File: src/hw/rtl/rbf_pkg.sv
// Shared types and constants for the ring buffer FIFO with peek.
package rbf_pkg;

  localparam int OPC_W  = 3;
  localparam int DATA_W = 32;
  localparam int AMT_W  = 10;
  localparam int FILL_W = 10;
  localparam int CAP_W  = 11;
  localparam int APB_DW = 32;
  localparam int ADDR_W = 3;

  localparam logic [OPC_W-1:0] OP_PUSH  = 3'd0;
  localparam logic [OPC_W-1:0] OP_PULL  = 3'd1;
  localparam logic [OPC_W-1:0] OP_PEEK  = 3'd2;
  localparam logic [OPC_W-1:0] OP_ADV_W = 3'd3;
  localparam logic [OPC_W-1:0] OP_ADV_R = 3'd4;
  localparam logic [OPC_W-1:0] OP_CLEAR = 3'd5;

  localparam logic [CAP_W-1:0] CAP_RESET   = 11'd1024;
  localparam logic             REG_CAP_IDX = 1'b0;

  typedef struct packed {
    logic accept;
    logic mod_step;
    logic exec;
    logic load;
    logic clr_step;
  } cmd_t;

  typedef struct packed {
    logic mod_op;
    logic clr_done;
  } sts_t;

endpackage

File: src/hw/rtl/rbf_ctrl.sv
// Sequencer for clearing pass, remainder steps, execute and result handoff.
module rbf_ctrl (
  input  logic          clk,
  input  logic          rst_n,
  input  logic          in_valid,
  output logic          in_ready,
  output logic          out_valid,
  input  logic          out_ready,
  input  rbf_pkg::sts_t sts,
  output rbf_pkg::cmd_t cmd
);

  localparam logic [2:0] S_CLR  = 3'd0;
  localparam logic [2:0] S_IDLE = 3'd1;
  localparam logic [2:0] S_MOD  = 3'd2;
  localparam logic [2:0] S_EXEC = 3'd3;
  localparam logic [2:0] S_RESP = 3'd4;
  localparam int CNT_W = $clog2(rbf_pkg::AMT_W + 1);

  logic [2:0]       state_r, state_nxt;
  logic [CNT_W-1:0] cnt_r, cnt_nxt;
  logic             out_vld_r, out_vld_nxt;

  always_comb begin
    state_nxt = state_r;
    cnt_nxt   = cnt_r;
    cmd       = '0;
    in_ready  = 1'b0;
    case (state_r)
      S_CLR: begin
        cmd.clr_step = 1'b1;
        if (sts.clr_done) state_nxt = S_IDLE;
      end
      S_IDLE: begin
        in_ready = 1'b1;
        if (in_valid) begin
          cmd.accept = 1'b1;
          cnt_nxt    = '0;
          state_nxt  = sts.mod_op ? S_MOD : S_EXEC;
        end
      end
      S_MOD: begin
        cmd.mod_step = 1'b1;
        cnt_nxt      = cnt_r + CNT_W'(1);
        if (cnt_r == CNT_W'(rbf_pkg::AMT_W - 1)) state_nxt = S_EXEC;
      end
      S_EXEC: begin
        cmd.exec  = 1'b1;
        state_nxt = S_RESP;
      end
      S_RESP: begin
        if (!out_vld_r || out_ready) begin
          cmd.load  = 1'b1;
          state_nxt = S_IDLE;
        end
      end
      default: state_nxt = S_CLR;
    endcase
  end

  always_comb begin
    if (cmd.load) begin
      out_vld_nxt = 1'b1;
    end else if (out_ready) begin
      out_vld_nxt = 1'b0;
    end else begin
      out_vld_nxt = out_vld_r;
    end
  end

  assign out_valid = out_vld_r;

  always_ff @(posedge clk) begin
    if (!rst_n) begin
      state_r   <= S_CLR;
      cnt_r     <= '0;
      out_vld_r <= 1'b0;
    end else begin
      state_r   <= state_nxt;
      cnt_r     <= cnt_nxt;
      out_vld_r <= out_vld_nxt;
    end
  end

  a_busy_after_accept: assert property (@(posedge clk) disable iff (!rst_n)
    (in_valid && in_ready) |=> !in_ready)
    else $error("request accepted while busy");

  a_mod_exit: assert property (@(posedge clk) disable iff (!rst_n)
    (state_r == S_MOD) |=> (state_r == S_MOD || state_r == S_EXEC))
    else $error("remainder loop left early");

endmodule

File: config.mk
export PLATFORM = sky130hd
export DESIGN_NAME = rbf_ctrl
export DESIGN_NICKNAME = d
export VERILOG_FILES = /design/src/hw/rtl/rbf_pkg.sv /design/src/hw/rtl/rbf_ctrl.sv
export SDC_FILE = /design/constraint.sdc
export NUM_CORES = 1
export LEC_CHECK = 0
export BUFFER_PORTS_ARGS = -buffer_cell sky130_fd_sc_hd__buf_2
export CORE_AREA = 2 2 39 41
export DETAILED_ROUTE_END_ITERATION = 12
export DIE_AREA = 0 0 41 43
export HOLD_SLACK_MARGIN = 0.08
export PLACE_DENSITY = 0.6
export SYNTH_ARGS = -nofsm -noshare
export SYNTH_HDL_FRONTEND = slang
export SYNTH_SLANG_ARGS = --single-unit
export TNS_END_PERCENT = 50
File: constraint.sdc
create_clock -name clk -period 1.6 [get_ports clk]
set_input_delay 0.24 -clock clk [delete_from_list [all_inputs] [get_ports clk]]
set_output_delay 0.24 -clock clk [all_outputs]
set_load 0.01 [all_outputs]
==> flow_metrics.tcl <==
set metrics [dict create \
    path_cells "or3b_4 -> inv_4 -> buf_2" \
    grt_max_degree 12 \
    critPathMaxFanout 9 \
    switching_share 0.308 \
    combPwrFrac 0.234 \
    first_pass_iters 4 \
    cts-root-buf "clkbuf_4" \
    rsz0062_at_grt "false" \
    hold_viol_final 0 \
    io_buffers 12 \
    drv_slew 0 \
    core_area_mm2 0.00138 \
    initial_core_util 0.331 \
    drc_errors 0 \
    antenna_found_initial 0 \
    worst_path_max_delay_cell "or3b_4" \
    final.fill_count 151 \
    power_frac_seq 0.462 \
    grt-ovfl-total 0 \
    power_uw 516 \
    crit_path_start_kind "flip-flop" \
    htree_levels 1 \
    cts_tree "yes" \
    yosysWarnings 0 \
    p_leak_nw 0.252 \
    die_width_um 41 \
    vdd_drop_max_v 0.000504 \
    clk_pin_slew_ns 0.05 \
    min_to "cnt_r[3]" \
    max_stage_delay_ns 0.42 \
    dieArea_mm2 0.00176 \
    syn_area_um2 458 \
    yosysUniqueCellTypes 26 \
    timing.rr.end "state_r[0]" \
    final_util 0.400 \
    r2r-start "state_r[1]" \
    timing.final.crit_share 0.957 \
    syn_area_per_cell_um2 8.03 \
    arrival_ns 1.29 \
    cts_buffers 3 \
    fin_nets 79 \
    syn-num-nets 65 \
    grt_pass1_vias 351 \
    pwr-share-clk 0.304 \
    die_h_um 43 \
    reg2reg_slack_ns 0.25 \
    status "complete, no violations" \
    wirelength_um 909 \
    dp_hpwl_um 663 \
    max_freq_mhz 653 \
    r2r_cells 5 \
    synth_cells 57 \
    area_growth_syn_to_layout_pct 20.8 \
    final.setup.tns_ns 0 \
    io_pins 13 \
    required_ns 1.36 \
    ant_nets 0 \
    drt-wirelength-per-cell_um 10.7 \
    whs_path_depth 3 \
    diodes 0 \
    report.final.setup_viol 0 \
    cts.sinks 8 \
    ys_seq_elements 8 \
    criticalPathCategory "reg -> out" \
    power_density_mw_per_mm2 933 \
    gp_congestion 0.717 \
    rows 14 \
    vias_per_cell 4.93 \
    postCtsSetupRepairBufs 0 \
    dr_total_vias 419 \
    period_needed_ns 1.53 \
    synth-seq-area-share 0.350 \
    mostFrequentLayoutCell "buf_2" \
    cap_violations 0 \
    grt_pass1_wl_um 1480 \
    drive_gt1_frac 0.391 \
    setup.worst_path.end_class "output pin" \
    p_sw_uw 159 \
    critical_path.top_delay_family "simple AND/OR/NAND/NOR gates" \
    min_from "rst_n" \
    ctsHoldBuffers 0 \
    clockBufferDepth 2 \
    grt_usage 0.128 \
    insertion_delay_ns 0.26 \
    hold_class "in -> reg" \
    critPathBufInv 2 \
    p_int_uw 357 \
    tightest_slew_ns 0.275 \
    drtIter0Drc 8 \
    slew_headroom 0.817 \
    fin_worst_skew_ns 0.00575 \
    final_cell_mix "buf_2, nor2_1, a21oi_1, dfxtp_1" \
]
[metrics by stage]
stage	hold WS (ns)	std cells	instance area, µm²	setup slack (ns)
finish	0.234	85	553	0.0682
global placement	0.443	82	514	0.205
global route	0.264	85	553	0.0154
floorplan	0.378	57	458	0.299
CTS	0.231	85	539	0.0190
detailed placement	0.445	82	514	0.174
[synth_stat cells]
master / n / area (µm²)
nor3_2: 1 / 10.0
dfxtp_1: 8 / 160
a211oi_1: 1 / 7.51
buf_6: 1 / 11.3
a21oi_1: 7 / 35.0
a32oi_1: 1 / 8.76
ha_1: 2 / 25.0
nor3_1: 4 / 20.0
nand2_2: 1 / 6.26
o21ai_0: 2 / 10.0
inv_1: 2 / 7.51
and3b_2: 1 / 10.0
nand3_1: 1 / 5.00
a31oi_1: 1 / 6.26
nand2_1: 2 / 7.51
and2_1: 1 / 6.26
nand2b_1: 1 / 6.26
buf_4: 2 / 15.0
xor2_1: 1 / 8.76
mux2_2: 1 / 11.3
nor2_1: 10 / 37.5
or3b_4: 1 / 11.3
buf_2: 1 / 5.00
inv_4: 1 / 6.26
nor3b_1: 1 / 7.51
nor2b_1: 2 / 12.5
[layout make-up]
cell class,count,area (µm²),share of cell area
multi-input cells,42,263,0.475
well taps,16,20.0,0.0362
repair buffers,13,67.6,0.122
clock buffers,3,22.5,0.0407
inverters,3,13.8,0.0249
flip-flops and latches,8,166,0.301
[flip-flops by register name, indices dropped and copies added, names as in the netlist]
register   count
state_r        3
out_valid      1
cnt_r          4
[worst min-delay path: stages]
cell     delay, ns
buf_2         0.10
o21ai_0       0.06
a21oi_1       0.04
[cell families after synthesis]
kind of cell	synth area share
muxes	0.0246
DFF	0.350
xor gates and xnor gates	0.0191
buffers and inverters	0.0984
adders and majority gates	0.0546
AOI/OAI and AO/OA	0.148
and+or+nand+nor	0.306
[power by group through the flow]
stage	Clock, mW	Sequential, mW	Combinational (mW)
2_1_floorplan	0	0.221	0.107
3_3_place_gp	0	0.239	0.119
3_5_place_dp	0	0.239	0.119
4_1_cts	0.163	0.236	0.121
5_1_grt	0.182	0.243	0.132
6_report	0.157	0.238	0.121
[routing by layer]
metal,share of wire,up-vias,routed length [µm],global-route usage
met4,0.023,0,21,0.0400
met1,0.45,188,408,0.170
met3,0.061,5,55,0.0942
li1,-,218,-,-
met5,0,-,0,0
met2,0.47,8,424,0.159
[repair_timing]
action | 4_1_cts | 5_1_grt
setup endpoints to repair | 2 | 3
resized for setup | 2 | 4
hold endpoints to repair | 0 | 0
[worst max path at each step]
| stage | to | from | cells after the start |
|---|---|---|---|
| 6_report | cmd[3] | state_r[1] | 3 |
| 5_1_grt | cmd[3] | state_r[1] | 3 |
| 3_3_place_gp | state_r[0] | state_r[1] | 5 |
| 2_1_floorplan | state_r[0] | state_r[1] | 6 |
| 3_5_place_dp | cnt_r[0] | state_r[1] | 5 |
| 4_1_cts | cmd[1] | state_r[2] | 4 |
Power figures use the tool's default switching activity.
