**src/hw/rtl/rbf_pkg.sv**
```systemverilog
// Shared types and constants for the ring buffer FIFO with peek.
package rbf_pkg;

  localparam int OPC_W  = 3;
  localparam int DATA_W = 32;
  localparam int AMT_W  = 10;
  localparam int FILL_W = 10;
  localparam int CAP_W  = 11;
  localparam int APB_DW = 32;
  localparam int ADDR_W = 3;

  localparam logic [OPC_W-1:0] OP_PUSH  = 3'd0;
  localparam logic [OPC_W-1:0] OP_PULL  = 3'd1;
  localparam logic [OPC_W-1:0] OP_PEEK  = 3'd2;
  localparam logic [OPC_W-1:0] OP_ADV_W = 3'd3;
  localparam logic [OPC_W-1:0] OP_ADV_R = 3'd4;
  localparam logic [OPC_W-1:0] OP_CLEAR = 3'd5;

  localparam logic [CAP_W-1:0] CAP_RESET   = 11'd1024;
  localparam logic             REG_CAP_IDX = 1'b0;

  typedef struct packed {
    logic accept;
    logic mod_step;
    logic exec;
    logic load;
    logic clr_step;
  } cmd_t;

  typedef struct packed {
    logic mod_op;
    logic clr_done;
  } sts_t;

endpackage

```
**src/hw/rtl/rbf_regs.sv**
```systemverilog
// APB register block holding the capacity setting and its clamped value.
module rbf_regs #(
  parameter int DEPTH = 1024,
  parameter int CW    = 11
) (
  input  logic                        clk,
  input  logic                        rst_n,
  input  logic                        psel,
  input  logic                        penable,
  input  logic                        pwrite,
  input  logic [rbf_pkg::ADDR_W-1:0]  paddr,
  input  logic [rbf_pkg::APB_DW-1:0]  pwdata,
  output logic [rbf_pkg::APB_DW-1:0]  prdata,
  output logic                        pready,
  output logic [CW-1:0]               cap_o,
  output logic                        cfg_wr_o
);

  localparam int XW      = (CW > rbf_pkg::CAP_W) ? CW : rbf_pkg::CAP_W;
  localparam int EFF_RST = (1024 > DEPTH) ? DEPTH : 1024;

  logic [rbf_pkg::CAP_W-1:0] cap_r;
  logic [CW-1:0]             eff_r;
  logic [XW-1:0]             wr_ext;
  logic [XW-1:0]             wr_eff;
  logic                      hit;

  assign hit      = (paddr[rbf_pkg::ADDR_W-1] == rbf_pkg::REG_CAP_IDX);
  assign cfg_wr_o = psel && penable && pwrite && hit;
  assign pready   = 1'b1;
  assign cap_o    = eff_r;
  assign prdata   = hit ? rbf_pkg::APB_DW'(cap_r) : '0;

  always_comb begin
    wr_ext = XW'(pwdata[rbf_pkg::CAP_W-1:0]);
    if (wr_ext < XW'(2)) begin
      wr_eff = XW'(2);
    end else if (wr_ext > XW'(DEPTH)) begin
      wr_eff = XW'(DEPTH);
    end else begin
      wr_eff = wr_ext;
    end
  end

  always_ff @(posedge clk) begin
    if (!rst_n) begin
      cap_r <= rbf_pkg::CAP_RESET;
      eff_r <= CW'(EFF_RST);
    end else if (cfg_wr_o) begin
      cap_r <= pwdata[rbf_pkg::CAP_W-1:0];
      eff_r <= CW'(wr_eff);
    end
  end

endmodule

```
**config.mk**
```make
export PLATFORM = sky130hd
export DESIGN_NAME = rbf_regs
export DESIGN_NICKNAME = d
export VERILOG_FILES = /design/src/hw/rtl/rbf_pkg.sv /design/src/hw/rtl/rbf_regs.sv
export SDC_FILE = /design/constraint.sdc
export NUM_CORES = 1
export LEC_CHECK = 0
export BUFFER_PORTS_ARGS = -buffer_cell sky130_fd_sc_hd__buf_2
export CORE_ASPECT_RATIO = 2
export CORE_UTILIZATION = 43
export DETAILED_ROUTE_END_ITERATION = 10
export PLACE_DENSITY_LB_ADDON = 0.2
export SLEW_MARGIN = 0
export SYNTH_ARGS = -nofsm -noshare
export SYNTH_HDL_FRONTEND = slang
export SYNTH_SLANG_ARGS = --single-unit
```
**constraint.sdc**
```tcl
create_clock -name clk -period 1.19 [get_ports clk]
set_input_delay 0.0595 -clock clk [delete_from_list [all_inputs] [get_ports clk]]
set_output_delay 0.0595 -clock clk [all_outputs]
set_load 0.02 [all_outputs]
```
==> flow_summary.ini, run 1 <==
[cts]
clkSinkCount = 22
clkSlewWorstSetupHoldPaths_ns = 0.08
cts_buffers = 3
clk_latency_ns = 0.25
clock_path_buffers = 2
post_cts_resized = 0
hold_buffers = 0
cts_tree = yes
htreeDepth = 1
cts_setup_buffers = 0
clockRootBuffer = clkbuf_8

[setup_path]
path_max_fanout = 2
r2r_start = cap_o[0]$_SDFFE_PN0P_
start_kind = flip-flop
critPathArrivalTime_ns = 0.89
crit_type = reg -> out
endpoint_kind = output pin
cp.required_ns = 1.13
startpoint = cap_r[8]$_SDFFE_PN0P_

[floorplan]
ios = 85
core-area_um2 = 2600
die_y_um = 76.7
rows = 26
fp.dieW_um = 39.3
start_util_pct = 46.1
dieArea_um2 = 3020

[yosys]
ys_warn_count = 0
ys_types = 26
synth_area_um2 = 1200
yosysSeqAreaShare_pct = 36.7
syn_avg_cell_area_um2 = 8.81
postSynthRegisterBits = 22
syn_inst = 136

[cells_and_area]
antenna_cells = 0
fin_util_pct = 53.1
syn_to_final_growth_pct = 15.2
drive_gt1_share_pct = 37.4
final_nets = 215
mostFrequentLayoutCells = buf_2, nand2_1, conb_1, dfxtp_1, nor2b_1
layout_commonest_cell = buf_2

[routing]
first_iter_violations = 20
top_layer = met4
drt-total-wl_um = 2340
route.met2.wl_um = 1380
wl_met3_um = 86
met1_length_um = 857
num_vias = 942
drtAntennaViolNets = 0
avgViaCountPerCell = 4.66
drtPass1Iterations = 4
wl_per_cell_um = 11.6
post-route-drc-count = 0

[power]
ir_drop_uv = 1050
p_leak_uw = 0.000630
p_per_area_nw_per_um2 = 1080
total_power_uw = 1490

[flow_run]
max_cap_violations = 0

[grt]
antenna_found_initial = 0
grt_pass1_wl_um = 3680
grt_max_degree = 24
grt_usage_pct = 16.5
first_global_vias = 867
grt-ovfl-total = 0

[run_status]
status = complete, no violations

[timing]
period_needed_ns = 0.946
finalMaxSlewViolations = 0
fin_tns_setup_ns = 0
clock-skew-final_ns = 0
max_freq_mhz = 1060
setup_viol = 0
fin_crit_sh_pct = 79.5
finalHoldViolCount = 0
layout_setup_ws_ns = 0.244
rsz0062_at_grt = no

[worst_hold_path]
hold_path.class = in -> reg
min_from = pwdata[0]

[place]
port_buffers = 39
gp_congestion = 0.817
dp_hpwl_um = 1890
dp_slack_ns = 0.127
-- sequential cells by signal, indices dropped and copies added (netlist names) --
signal / flops
cap_o: 11
cap_r: 11
-- kinds of logic (layout without fill, tap and decap cells) --
group	after synthesis	count (layout)	share of synthesized area (%)
compound gates	23	23	16.5
buf+inv	32	50	18.4
flops	22	22	36.7
other cells	2	22	0.627
simple gates	57	57	27.8
-- worst max-delay path: stages, from the launching register on --
cell and delay (ns):
dfxtp_1 0.33, nor2b_1 0.13, buf_2 0.17
-- power breakdown --
part	switching [µW]	internal, µW	total (µW)
Clock	222	294	516
Combinational	154	63.9	218
Sequential	6.05	749	755
-- cell type report --
class                      instances  area (µm²)
inverter                           3        12.5
multi-input combinational        102         613
timing repair buffer              43         225
tap                               28        35.0
clock buffer                       4        55.1
sequential                        22         440
fill                             279        1220
-- stage by stage --
step / area, µm² / cells / hold WS (ns)
after floorplan: 1270 / 156 / 0.194
after global placement: 1330 / 198 / 0.321
after detailed placement: 1330 / 198 / 0.332
after CTS: 1380 / 202 / 0.0570
after global routing: 1380 / 202 / 0.0637
final: 1380 / 202 / 0.0612
-- layer usage --
layer / global-route usage (%) / vias to the layer above
met5: 0 / -
met4: 5.17 / 0
met3: 2.02 / 2
met2: 30.7 / 25
met1: 17.4 / 438
li1: - / 477
-- cells in the mapped netlist --
cell type | instances | area [µm²]
nand3_1 | 3 | 15.0
a21boi_2 | 7 | 78.8
nor2b_1 | 12 | 75.1
a21boi_0 | 1 | 7.51
buf_6 | 1 | 11.3
nor4_1 | 1 | 6.26
nand2_1 | 28 | 105
conb_1 | 2 | 7.51
nand4_1 | 2 | 12.5
buf_2 | 1 | 5.00
o21ai_0 | 1 | 5.00
buf_4 | 24 | 180
clkinv_2 | 1 | 5.00
a21o_1 | 2 | 15.0
nand3_2 | 7 | 70.1
o21a_1 | 1 | 7.51
nand2b_1 | 1 | 6.26
a21boi_1 | 10 | 75.1
nor4_2 | 1 | 12.5
nand4b_4 | 1 | 23.8
inv_1 | 1 | 3.75
inv_2 | 1 | 3.75
and2_1 | 1 | 6.26
clkbuf_1 | 3 | 11.3
dfxtp_1 | 22 | 440
a311oi_1 | 1 | 8.76
-- worst paths after layout --
path                                               end  slack, ns  cells past startpoint
worst min-delay path             cap_r[0]$_SDFFE_PN0P_       0.06                      3
worst max register to register   cap_o[0]$_SDFFE_PN0P_       0.47                      2
worst max-delay path                         prdata[8]       0.24                      2
worst min register to register  cap_o[10]$_SDFFE_PN1P_       0.45                      1
(Power assumes the default switching activity.)
==> run 2, diff against run 1 <==
- ABC_AREA: unset -> 1
- CORE_UTILIZATION: 43 -> 36
- clock period: 1.19 -> 0.8 ns (I/O delays scaled with it)
==> run 2 against run 1 <==
Net effect:
- the run now ends with negative setup slack left
- sequential cell count unchanged
- wire length rose by 14%
- clock power rose by 55%
- count of clock-buffer cells in the layout unchanged
- worst setup slack lost 0.34 ns
- critical endpoint is now prdata[3]
- largest power group unchanged
==> flow_summary.ini, run 2 <==
[run_status]
status = finished with violations
failed_checks = negative setup slack

[cells_and_area]
multi_input_area_um2 = 557
mostFrequentLayoutCells = buf_4, nand2_1, nor2_1
syn_to_final_growth_pct = 37.3
layout_commonest_cell = buf_4
antenna_cells = 0
finalNonFillerCells = 258
drive_gt1_share_pct = 48.0
seq_area_um2 = 464
fillers = 333
final_nets = 268

[routing]
avgViaCountPerCell = 4.27
first_iter_violations = 18
num_vias = 1102
wl_per_cell_um = 10.3
drt-total-wl_um = 2670
drtPass1Iterations = 4
drtAntennaViolNets = 0
post-route-drc-count = 0

[timing]
clock-skew-final_ns = 0
setup_viol = 11
fin_crit_sh_pct = 113
rsz0062_at_grt = yes
hold_ws_ns = 0.0509
layout_setup_ws_ns = -0.100
fin_tns_setup_ns = -0.891
max_freq_mhz = 1110
period_needed_ns = 0.900
finalMaxSlewViolations = 0
finalHoldViolCount = 0

[setup_path]
critPathTopFamily = flip-flops
path_cells = inv_1 > nor2_1 > buf_4
crit_type = reg -> out
cp_slowest_stage_delay_ns = 0.31
critPathArrivalTime_ns = 0.86
cp.required_ns = 0.76
path_buf_inv = 2
endpoint_kind = output pin
cp_slowest_cell = dfxtp_1
start_kind = flip-flop
path_max_fanout = 2

[yosys]
synth_top_area_share_pct = 36.6
ys_warn_count = 0
synth_edf_count = 0
synth_top_area_cell = dfxtp_1
synthTopCellsByArea = dfxtp_1, buf_4, nand2_1
yosysSeqAreaShare_pct = 36.6
yosysMostFrequentCell = nand2_1
synth_area_um2 = 1200
syn_inst = 169
async_reset_ff_share_pct = 0
syn_avg_cell_area_um2 = 7.13
synth_top_flop_cell = dfxtp_1
ys_top_cells_by_count = nand2_1, nor2_1, inv_1
postSynthRegisterBits = 22
ys_types = 20

[floorplan]
rows = 29
core-area_um2 = 3190
die_y_um = 83.8
fp.dieW_um = 42.9
start_util_pct = 37.7
ios = 85
dieArea_um2 = 3600

[cts]
clkSlewWorstSetupHoldPaths_ns = 0.08
cts_tree = yes
htreeDepth = 1
clockRootBuffer = clkbuf_8
hold_buffers = 0
clkSinkCount = 22
cts_buffers = 3
clk_latency_ns = 0.26
clock_path_buffers = 2

[flow_run]
max_cap_violations = 0

[place]
dp_slack_ns = -0.157
place_inst = 248
gp_congestion = 0.773
port_buffers = 39
dp_hpwl_um = 2030

[grt]
first_global_vias = 980
grt_max_degree = 13
grt_usage_pct = 15.7
antenna_found_initial = 0
grt_pass1_wl_um = 4290
grt-ovfl-total = 0

[power]
p_leak_uw = 0.000825
p_per_area_nw_per_um2 = 1410
ir_drop_uv = 1260

[worst_hold_path]
hold_path.class = in -> reg
run 2: repair_timing:
action,CTS,global route
pin swaps,7,8
setup buffers,2,4
gates resized for setup,25,33
endpoints found under the setup margin,19,26
run 2: through the flow:
| stage | util [%] | power, µW | area [µm²] |
|---|---|---|---|
| 3_3_place_gp | 45.1 | 1520 | 1440 |
| 6_report | 51.8 | 2340 | 1650 |
| 3_5_place_dp | 45.1 | 1520 | 1440 |
| 4_1_cts | 49.0 | 2330 | 1570 |
| 5_1_grt | 51.8 | 2450 | 1650 |
| 2_1_floorplan | - | 1470 | 1280 |
run 2: cell families after synthesis:
kind of cell    after synthesis  synth area share, %
simple gates                 69                 26.2
buf+inv                      54                 24.7
compound gates               22                 11.9
flops                        22                 36.6
other cells                   2                0.623
run 2: final timing paths:
path,start,to,slack [ns],cells after the start
worst max-delay path,cap_r[3]$_SDFFE_PN0P_,prdata[3],-0.10,3
worst min-delay path,pwdata[0],cap_r[0]$_SDFFE_PN0P_,0.05,3
worst max register to register,cap_r[3]$_SDFFE_PN0P_,cap_r[3]$_SDFFE_PN0P_,0.04,4
worst min register to register,cap_o[9]$_SDFFE_PN0P_,cap_o[9]$_SDFFE_PN0P_,0.46,2
run 2: layer usage:
layer | vias up | global-route usage [%] | routed length (µm)
li1 | 575 | - | -
met1 | 480 | 17.1 | 1050
met2 | 41 | 28.4 | 1450
met3 | 6 | 1.95 | 98
met4 | 0 | 7.10 | 67
met5 | - | 0 | 0
run 2: final cells by class:
type / instances / share of cell area, %
clock buffer: 4 / 3.33
sequential: 22 / 28.1
timing repair buffer: 62 / 26.7
multi-input combinational: 113 / 33.7
tap: 31 / 2.34
inverter: 26 / 5.90
run 2: report_power, final:
part / internal, µW / total [µW] / switching [µW]
logic: 144 / 405 / 261
registers: 1120 / 1130 / 10.7
clock network: 439 / 801 / 362
total: 1700 / 2340 / 634
run 2: worst min-delay path: cells and delay by family:
family                 cells  cell delay [ns]
buffers and inverters      1             0.11
AND/OR/NAND/NOR            1             0.06
AO/OA/AOI/OAI              1             0.06
